`src/rtl/tap_hold_gesture_detector_defines.svh`:
```
// Assertion macros shared by the tap and hold gesture detector.
`ifndef TAP_HOLD_GESTURE_DETECTOR_DEFINES_SVH
`define TAP_HOLD_GESTURE_DETECTOR_DEFINES_SVH

// Same-cycle implication, disabled while reset is asserted.
`define THGD_ASSERT_NOW(label, clk, rstn, ante, cons, msg) \
  label: assert property (@(posedge clk) disable iff (!rstn) (ante) |-> (cons)) \
    else $error(msg);

// Next-cycle implication, disabled while reset is asserted.
`define THGD_ASSERT_NEXT(label, clk, rstn, ante, cons, msg) \
  label: assert property (@(posedge clk) disable iff (!rstn) (ante) |=> (cons)) \
    else $error(msg);

`endif

```
`src/rtl/thgd_pkg.sv`:
```
// Package of types and constants for the tap and hold gesture detector.
package thgd_pkg;

  // Default widths of the timestamp and the touch coordinate.
  localparam int unsigned TimeBitsDef  = 32;
  localparam int unsigned CoordBitsDef = 12;

  // Configuration port shape.
  localparam int unsigned CfgIdxBits  = 3;
  localparam int unsigned CfgDataBits = 16;
  localparam int unsigned HeaderBits  = 12;
  localparam int unsigned WindowBits  = 16;

  // Register reset values.
  localparam logic [HeaderBits-1:0] HeaderHeightRst = 12'd40;
  localparam logic [WindowBits-1:0] DoubleWindowRst = 16'd400;
  localparam logic [WindowBits-1:0] HoldMsRst       = 16'd2000;

  // Configuration register indexes.
  typedef enum logic [CfgIdxBits-1:0] {
    CFG_ENABLED        = 3'd0,
    CFG_HEADER_HEIGHT  = 3'd1,
    CFG_DOUBLE_WINDOW  = 3'd2,
    CFG_HOLD_MS        = 3'd3,
    CFG_BUTTON_PRESENT = 3'd4
  } cfg_idx_e;

  // Gesture codes of a result.
  typedef enum logic [1:0] {
    GEST_NONE  = 2'd0,
    GEST_SLEEP = 2'd1,
    GEST_DIAG  = 2'd2
  } gesture_e;

  // Per-tick control handed to the touch and button units.
  typedef struct packed {
    logic step;
    logic asleep;
    logic modal;
  } thgd_ctl_t;

endpackage

```
`src/rtl/thgd_touch.sv`:
```
// Touch unit: edge detection, double tap in the header band and header hold.
module thgd_touch
  import thgd_pkg::*;
#(
  parameter int unsigned TIME_BITS  = TimeBitsDef,
  parameter int unsigned COORD_BITS = CoordBitsDef
) (
  input  logic                  clk_i,
  input  logic                  rst_ni,
  input  thgd_ctl_t             ctl_i,
  input  logic                  touch_down_i,
  input  logic [COORD_BITS-1:0] touch_y_i,
  input  logic [TIME_BITS-1:0]  now_ms_i,
  input  logic [HeaderBits-1:0] header_height_i,
  input  logic [WindowBits-1:0] double_window_ms_i,
  input  logic [WindowBits-1:0] hold_ms_i,
  output gesture_e              gesture_o
);

  logic                 prev_q, prev_d;
  logic                 armed_q, armed_d;
  logic                 in_header_q, in_header_d;
  logic [TIME_BITS-1:0] press_q, press_d;
  logic [TIME_BITS-1:0] last_rise_q, last_rise_d;

  logic                 rise, fall, in_band, dbl;
  logic [TIME_BITS-1:0] rise_gap, hold_gap, press_ref;
  gesture_e             gesture;

  // Edges and the comparisons of this tick.
  assign rise      = touch_down_i & ~prev_q;
  assign fall      = ~touch_down_i & prev_q;
  assign in_band   = (32'(touch_y_i) < 32'(header_height_i));
  assign rise_gap  = now_ms_i - last_rise_q;
  assign dbl       = (last_rise_q != '0) && (rise_gap <= TIME_BITS'(double_window_ms_i));
  assign press_ref = rise ? now_ms_i : press_q;
  assign hold_gap  = now_ms_i - press_ref;

  // Next state and gesture for one tick.
  always_comb begin
    prev_d      = touch_down_i;
    armed_d     = armed_q;
    in_header_d = in_header_q;
    press_d     = press_q;
    last_rise_d = last_rise_q;
    gesture     = GEST_NONE;
    if (ctl_i.asleep) begin
      // A touch wakes the display and forgets any earlier rise.
      if (rise) begin
        armed_d     = 1'b0;
        last_rise_d = '0;
        gesture     = GEST_SLEEP;
      end
    end else if (rise && in_band && dbl) begin
      // Second header rise inside the window.
      in_header_d = 1'b1;
      press_d     = now_ms_i;
      armed_d     = 1'b0;
      last_rise_d = '0;
      gesture     = GEST_SLEEP;
    end else begin
      if (rise) begin
        in_header_d = in_band;
        press_d     = now_ms_i;
        armed_d     = in_band;
        if (in_band) begin
          last_rise_d = now_ms_i;
        end
      end
      if (fall) begin
        armed_d     = 1'b0;
        in_header_d = 1'b0;
      end
      if (ctl_i.modal) begin
        armed_d = 1'b0;
      end else if (touch_down_i && armed_d && in_header_d &&
                   (hold_gap >= TIME_BITS'(hold_ms_i))) begin
        armed_d = 1'b0;
        gesture = GEST_DIAG;
      end
    end
  end

  assign gesture_o = gesture;

  // State advances only on a processed tick.
  always_ff @(posedge clk_i or negedge rst_ni) begin
    if (!rst_ni) begin
      prev_q      <= 1'b0;
      armed_q     <= 1'b0;
      in_header_q <= 1'b0;
      press_q     <= '0;
      last_rise_q <= '0;
    end else if (ctl_i.step) begin
      prev_q      <= prev_d;
      armed_q     <= armed_d;
      in_header_q <= in_header_d;
      press_q     <= press_d;
      last_rise_q <= last_rise_d;
    end
  end

endmodule

```
`src/rtl/thgd_button.sv`:
```
// Button unit: long press detection on the push button.
module thgd_button
  import thgd_pkg::*;
#(
  parameter int unsigned TIME_BITS = TimeBitsDef
) (
  input  logic                  clk_i,
  input  logic                  rst_ni,
  input  thgd_ctl_t             ctl_i,
  input  logic                  button_down_i,
  input  logic [TIME_BITS-1:0]  now_ms_i,
  input  logic [WindowBits-1:0] hold_ms_i,
  output gesture_e              gesture_o
);

  logic                 prev_q;
  logic                 armed_q, armed_d;
  logic [TIME_BITS-1:0] press_q, press_d;
  logic                 rise;
  logic [TIME_BITS-1:0] hold_gap;
  gesture_e             gesture;

  assign rise     = button_down_i & ~prev_q;
  assign press_d  = rise ? now_ms_i : press_q;
  assign hold_gap = now_ms_i - press_d;

  // Arm on a press; disarm on release, sleep, a modal screen or when the hold fires.
  always_comb begin
    armed_d = armed_q | rise;
    gesture = GEST_NONE;
    if (!button_down_i || ctl_i.asleep || ctl_i.modal) begin
      armed_d = 1'b0;
    end else if (armed_d && (hold_gap >= TIME_BITS'(hold_ms_i))) begin
      armed_d = 1'b0;
      gesture = GEST_DIAG;
    end
  end

  assign gesture_o = gesture;

  always_ff @(posedge clk_i or negedge rst_ni) begin
    if (!rst_ni) begin
      prev_q  <= 1'b0;
      armed_q <= 1'b0;
      press_q <= '0;
    end else if (ctl_i.step) begin
      prev_q  <= button_down_i;
      armed_q <= armed_d;
      press_q <= press_d;
    end
  end

endmodule

```
`src/rtl/tap_hold_gesture_detector.sv`:
```
// Top level of the tap and hold gesture detector.
//
//  Channel  Direction  Handshake                  Payload
//  in       request    in_valid_i / in_stall_o    touch, button, time, sleep, modal
//  out      result     out_valid_o / out_stall_i  gesture_o
//  cfg      write      cfg_we_i                   cfg_index_i, cfg_data_i
//
// A request is registered in the input register on entry; its gesture is computed
// and registered in the result register when the request advances, which a stall
// on the result side can hold off. One request can be accepted every cycle while the
// result side does not stall. The single evaluation stage lies between the input
// register and the result register. Reset clears the gesture state and loads
// the register defaults. A stall on the result side holds the result and then the input register.
module tap_hold_gesture_detector
  import thgd_pkg::*;
#(
  parameter int unsigned TIME_BITS  = TimeBitsDef,
  parameter int unsigned COORD_BITS = CoordBitsDef
) (
  input  logic                   clk_i,
  input  logic                   rst_ni,
  input  logic                   in_valid_i,
  output logic                   in_stall_o,
  input  logic                   touch_down_i,
  input  logic [COORD_BITS-1:0]  touch_y_i,
  input  logic                   button_down_i,
  input  logic [TIME_BITS-1:0]   now_ms_i,
  input  logic                   asleep_i,
  input  logic                   modal_blocks_i,
  output logic                   out_valid_o,
  input  logic                   out_stall_i,
  output logic [1:0]             gesture_o,
  input  logic                   cfg_we_i,
  input  logic [CfgIdxBits-1:0]  cfg_index_i,
  input  logic [CfgDataBits-1:0] cfg_data_i
);

`include "tap_hold_gesture_detector_defines.svh"

  // Configuration registers.
  logic                  enabled_q;
  logic [HeaderBits-1:0] header_height_q;
  logic [WindowBits-1:0] double_window_q;
  logic [WindowBits-1:0] hold_ms_q;
  logic                  button_present_q;

  always_ff @(posedge clk_i or negedge rst_ni) begin
    if (!rst_ni) begin
      enabled_q        <= 1'b0;
      header_height_q  <= HeaderHeightRst;
      double_window_q  <= DoubleWindowRst;
      hold_ms_q        <= HoldMsRst;
      button_present_q <= 1'b0;
    end else if (cfg_we_i) begin
      unique case (cfg_index_i)
        CFG_ENABLED:        enabled_q        <= cfg_data_i[0];
        CFG_HEADER_HEIGHT:  header_height_q  <= cfg_data_i[HeaderBits-1:0];
        CFG_DOUBLE_WINDOW:  double_window_q  <= cfg_data_i[WindowBits-1:0];
        CFG_HOLD_MS:        hold_ms_q        <= cfg_data_i[WindowBits-1:0];
        CFG_BUTTON_PRESENT: button_present_q <= cfg_data_i[0];
        default: ;
      endcase
    end
  end

  // Input register and pipeline control.
  logic                  in_valid_q;
  logic                  touch_down_q;
  logic [COORD_BITS-1:0] touch_y_q;
  logic                  button_down_q;
  logic [TIME_BITS-1:0]  now_ms_q;
  logic                  asleep_q;
  logic                  modal_q;
  logic                  out_valid_q;
  gesture_e              gesture_q, gesture_d;
  logic                  advance, accept;

  assign advance    = in_valid_q & (~out_valid_q | ~out_stall_i);
  assign in_stall_o = in_valid_q & ~advance;
  assign accept     = in_valid_i & ~in_stall_o;

  always_ff @(posedge clk_i or negedge rst_ni) begin
    if (!rst_ni) begin
      in_valid_q <= 1'b0;
    end else if (accept) begin
      in_valid_q <= 1'b1;
    end else if (advance) begin
      in_valid_q <= 1'b0;
    end
  end

  always_ff @(posedge clk_i) begin
    if (accept) begin
      touch_down_q  <= touch_down_i;
      touch_y_q     <= touch_y_i;
      button_down_q <= button_down_i;
      now_ms_q      <= now_ms_i;
      asleep_q      <= asleep_i;
      modal_q       <= modal_blocks_i;
    end
  end

  // Evaluation of one request by the touch and button units.
  thgd_ctl_t touch_ctl, button_ctl;
  gesture_e  touch_gest, button_gest;

  assign touch_ctl.step    = advance & enabled_q;
  assign touch_ctl.asleep  = asleep_q;
  assign touch_ctl.modal   = modal_q;
  // The button is left untouched on a tick where touch toggled sleep.
  assign button_ctl.step   = advance & enabled_q & button_present_q &
                             (touch_gest != GEST_SLEEP);
  assign button_ctl.asleep = asleep_q;
  assign button_ctl.modal  = modal_q;

  thgd_touch #(
    .TIME_BITS  (TIME_BITS),
    .COORD_BITS (COORD_BITS)
  ) u_touch (
    .clk_i              (clk_i),
    .rst_ni             (rst_ni),
    .ctl_i              (touch_ctl),
    .touch_down_i       (touch_down_q),
    .touch_y_i          (touch_y_q),
    .now_ms_i           (now_ms_q),
    .header_height_i    (header_height_q),
    .double_window_ms_i (double_window_q),
    .hold_ms_i          (hold_ms_q),
    .gesture_o          (touch_gest)
  );

  thgd_button #(
    .TIME_BITS (TIME_BITS)
  ) u_button (
    .clk_i         (clk_i),
    .rst_ni        (rst_ni),
    .ctl_i         (button_ctl),
    .button_down_i (button_down_q),
    .now_ms_i      (now_ms_q),
    .hold_ms_i     (hold_ms_q),
    .gesture_o     (button_gest)
  );

  // Combine the two sources, touch sleep toggle first.
  always_comb begin
    gesture_d = GEST_NONE;
    if (enabled_q) begin
      if (touch_gest == GEST_SLEEP) begin
        gesture_d = GEST_SLEEP;
      end else if ((touch_gest == GEST_DIAG) ||
                   (button_present_q && (button_gest == GEST_DIAG))) begin
        gesture_d = GEST_DIAG;
      end
    end
  end

  // Result register.
  always_ff @(posedge clk_i or negedge rst_ni) begin
    if (!rst_ni) begin
      out_valid_q <= 1'b0;
    end else if (advance) begin
      out_valid_q <= 1'b1;
    end else if (!out_stall_i) begin
      out_valid_q <= 1'b0;
    end
  end

  always_ff @(posedge clk_i) begin
    if (advance) begin
      gesture_q <= gesture_d;
    end
  end

  assign out_valid_o = out_valid_q;
  assign gesture_o   = gesture_q;

  // Checks on the evaluation stage.
  `THGD_ASSERT_NEXT(a_disabled_none, clk_i, rst_ni, advance && !enabled_q,
    gesture_q == GEST_NONE, "disabled block produced a gesture")
  `THGD_ASSERT_NEXT(a_no_diag_blocked, clk_i, rst_ni, advance && (asleep_q || modal_q),
    gesture_q != GEST_DIAG, "diagnostics while asleep or under a modal screen")
  `THGD_ASSERT_NEXT(a_held_request_kept, clk_i, rst_ni, in_valid_q && !advance,
    in_valid_q, "held request dropped from the input register")
  `THGD_ASSERT_NOW(a_stall_only_when_full, clk_i, rst_ni, in_stall_o,
    in_valid_q && out_valid_q && out_stall_i, "input stalled with room downstream")

endmodule

```
`config.mk`:
```
export PLATFORM = sky130hd
export DESIGN_NAME = tap_hold_gesture_detector
export DESIGN_NICKNAME = d
export VERILOG_FILES = /design/src/rtl/thgd_pkg.sv /design/src/rtl/thgd_touch.sv /design/src/rtl/thgd_button.sv /design/src/rtl/tap_hold_gesture_detector.sv
export VERILOG_INCLUDE_DIRS = /design/src /design/src/rtl
export SDC_FILE = /design/constraint.sdc
export NUM_CORES = 1
export LEC_CHECK = 0
export ABC_AREA = 1
export BUFFER_PORTS_ARGS = -buffer_cell sky130_fd_sc_hd__buf_2
export CORE_UTILIZATION = 60
export CTS_CLUSTER_DIAMETER = 60
export DETAILED_ROUTE_END_ITERATION = 6
export GPL_ROUTABILITY_DRIVEN = 0
export PLACE_DENSITY = 0.75
export SYNTH_ARGS = -nofsm -noshare
export SYNTH_HDL_FRONTEND = slang
export SYNTH_SLANG_ARGS = --single-unit
export TNS_END_PERCENT = 5
```
`constraint.sdc`:
```
create_clock -name clk_i -period 6.18 [get_ports clk_i]
set_input_delay 0.618 -clock clk_i [delete_from_list [all_inputs] [get_ports clk_i]]
set_output_delay 0.618 -clock clk_i [all_outputs]
set_load 0.02 [all_outputs]
```
==> metrics.cfg <==
[power_and_ir_drop]
netSwitchingFraction=0.5127
seqPwrFrac=0.226
cellPowerDensity_nw_per_um2=500.5
total_power_mw=8.890
internal_power_mw=4.333
p_switching_mw=4.558
ir_worst_vdd_mv=0.2624
p_leak_nw=9.558
power_frac_clock=0.126
p_comb_frac=0.649

[die]
die_area_um2=28280
core_area_um2=27030
start_util=0.6129
die_h_um=168.2
num_rows=60
pin_count=76
die_x_um=168.2

[clock_tree]
cts_htree_levels=4
cts.sinks=199
clockBufferDepth=2
clkLatencyLatePin_ps=460
root_buffer=clkbuf_16
cts_resized=0
cts_buffers=17
ctsHoldBuffers=0
cts_tree=yes
cts.reportedPaths.clkPinSlew_ps=80
post_cts_buffers=0

[synth]
syn_inst=2477
ys_seq_elements=199
ys_seq_area_frac=0.3166
synth_top_area_share=0.2085
synth.largest_area_cell=dfrtp_1
syn_nets=2704
ys_types=45
synth_area_per_cell_um2=6.687
synth_warnings=0
synth_area_leaders=dfrtp_1, nand2_1, ha_1, inv_1, edfxtp_1
syn_area_um2=16560

[placed_design]
io_buffers=75
dp_hpwl_mm=37.63
post-place-ws_ps=1389

[global_route]
grt_pass1_vias=15270
grt.total_usage=0.3444
antenna_found_initial=0
grt_pass1_wl_mm=76.05
grt_max_degree=99
grt.overflow.total=0

[setup_path]
end_kind=flip-flop
worst_path_max_delay_cell=nand2_4
critPathTopFamily=simple AND/OR/NAND/NOR gates
crit_buf_inv=4
slowest_delay_ps=670
crit_path_max_fanout=66
cp.required_ps=6540
cp_data_arrival_time_ps=5270
critPathKind=flip-flop to flip-flop
path_common_cell=nand2_1
worst_setup_path_start_kind=flip-flop

[sta]
final.period_utilization=0.7946
whs_ps=249.5
period_minus_slack_ps=4911
tns_ps=0
drv_slew=0
hold_viol=0
setup_violations=0
worst_pin_slew_ps=1177
rsz0062_at_grt=false
max_freq_mhz=203.6
setup_ws_ps=1269
max_slew_margin=0.2103
finClkSkew_ps=17.58

[drt]
viasPerCell=5.573
vias=16080
drtIter0Drc=1329
drtPass1Iterations=7
routed_wl_mm=47.02
wl_per_cell_um=16.30
postRouteAntennaNets=0
route.detailed.drc=1

[final_layout]
drive_gt1_frac=0.07704
n_antenna_cell=0
final_cell_mix=nand2_1, inv_1, o21ai_0, nor2_1, ha_1
final_common_cell=nand2_1
fin_nets=2758
utilization=0.6573
areaGrowthSynthToFinish_pct=7.244

[flow_run]
drv_cap=0

[run_status]
violations=DRC
status=finished with violations

[hold_path]
hp-class=input port to async pin

[kinds of logic after synthesis]
kind of cell | share of synthesized area
AND/OR/NAND/NOR | 0.3093
XOR/XNOR | 0.02485
flip-flops | 0.3166
adder cells (fa/ha/maj) | 0.1184
AO/OA/AOI/OAI | 0.1203
buffers and inverters | 0.1105
[per-layer routing]
layer / vias to the layer above / global-route usage / share of wire
met5: - / 0 / 0
met4: 0 / 0.1427 / 0.036
met3: 112 / 0.04678 / 0.074
met2: 613 / 0.5500 / 0.45
met1: 7347 / 0.4723 / 0.44
li1: 8006 / - / -
[worst reg2reg max path, stage by stage (launching register included)]
cell and delay, ps:
edfxtp_1 580, inv_1 210, fa_1 510, inv_1 110, nand2_1 60, nand3_1 140, nand2_1 80, nand2_1 140
xor2_1 100, ha_1 280, nand2_1 60, nor2_1 180, nand4_1 110, inv_1 80, nand3_1 60, nand2_1 110
nand3_1 70, nor2_1 90, nand3_1 80, nor2_2 90, nand3_2 60, buf_4 260, nand2_2 230, nand2_4 120
nand2_4 670, nand2_2 230, o21ai_2 110
[final timing paths]
path | endpoint | slack, ps | from | cells after the start
max | u_button.press_q[19]$_DFFE_PN0P_ | 1270 | now_ms_q[1]$_DFFE_PP_ | 26
min | header_height_q[1]$_DFFE_PN0P_ | 250 | rst_ni | 1
max reg2reg | u_button.press_q[19]$_DFFE_PN0P_ | 1270 | now_ms_q[1]$_DFFE_PP_ | 26
min reg2reg | u_button.press_q[7]$_DFFE_PN0P_ | 480 | u_button.press_q[7]$_DFFE_PN0P_ | 2
max in group asynchronous | u_button.press_q[2]$_DFFE_PN0P_ | 4700 | rst_ni | 2
min in group clk_i | touch_y_q[2]$_DFFE_PP_ | 330 | touch_y_i[2] | 1
[through the flow]
stage | cells | area [um2]
6_report | 2885 | 17760
3_3_place_gp | 2853 | 17200
5_1_grt | 2885 | 17760
3_5_place_dp | 2853 | 17200
2_1_floorplan | 2477 | 16560
4_1_cts | 2885 | 17760
[synth_stat cells, drive strengths merged]
master   count
nor4        10
nand3b      17
a31oi        3
nor3        19
o21bai       5
clkinv       3
clkbuf      32
dfrtp      138
o211ai       4
fa           3
o2111ai      1
and2         4
edfxtp      50
a21oi      105
a211oi       3
nor2       202
buf         15
o31a         1
o21ai      232
xor2        43
and3         1
or2          1
dfstp       11
nand4       50
nand3      103
a21o         4
xnor2        4
nand2      833
ha         152
inv        421
o21a         4
o31ai        3
[layout make-up]
cell class | instances | area [um2]
Multi-Input combinational cell | 1807 | 9505
Fill cell | 2478 | 9261
Sequential cell | 199 | 5244
Inverter | 424 | 1592
Timing Repair Buffer | 82 | 434.2
Clock buffer | 19 | 432.9
Tap cell | 341 | 426.7
Clock inverter | 13 | 130.1
[power by group through the flow]
stage | clock [mW] | sequential, mW | combinational [mW]
after floorplan | 0 | 1.95 | 4.33
after global placement | 0 | 2.01 | 5.47
after detailed placement | 0 | 2.02 | 5.62
after CTS | 1.13 | 2.00 | 5.67
after global routing | 1.18 | 2.05 | 6.56
final | 1.12 | 2.01 | 5.77
No activity file was read; power rests on OpenSTA's default activity.
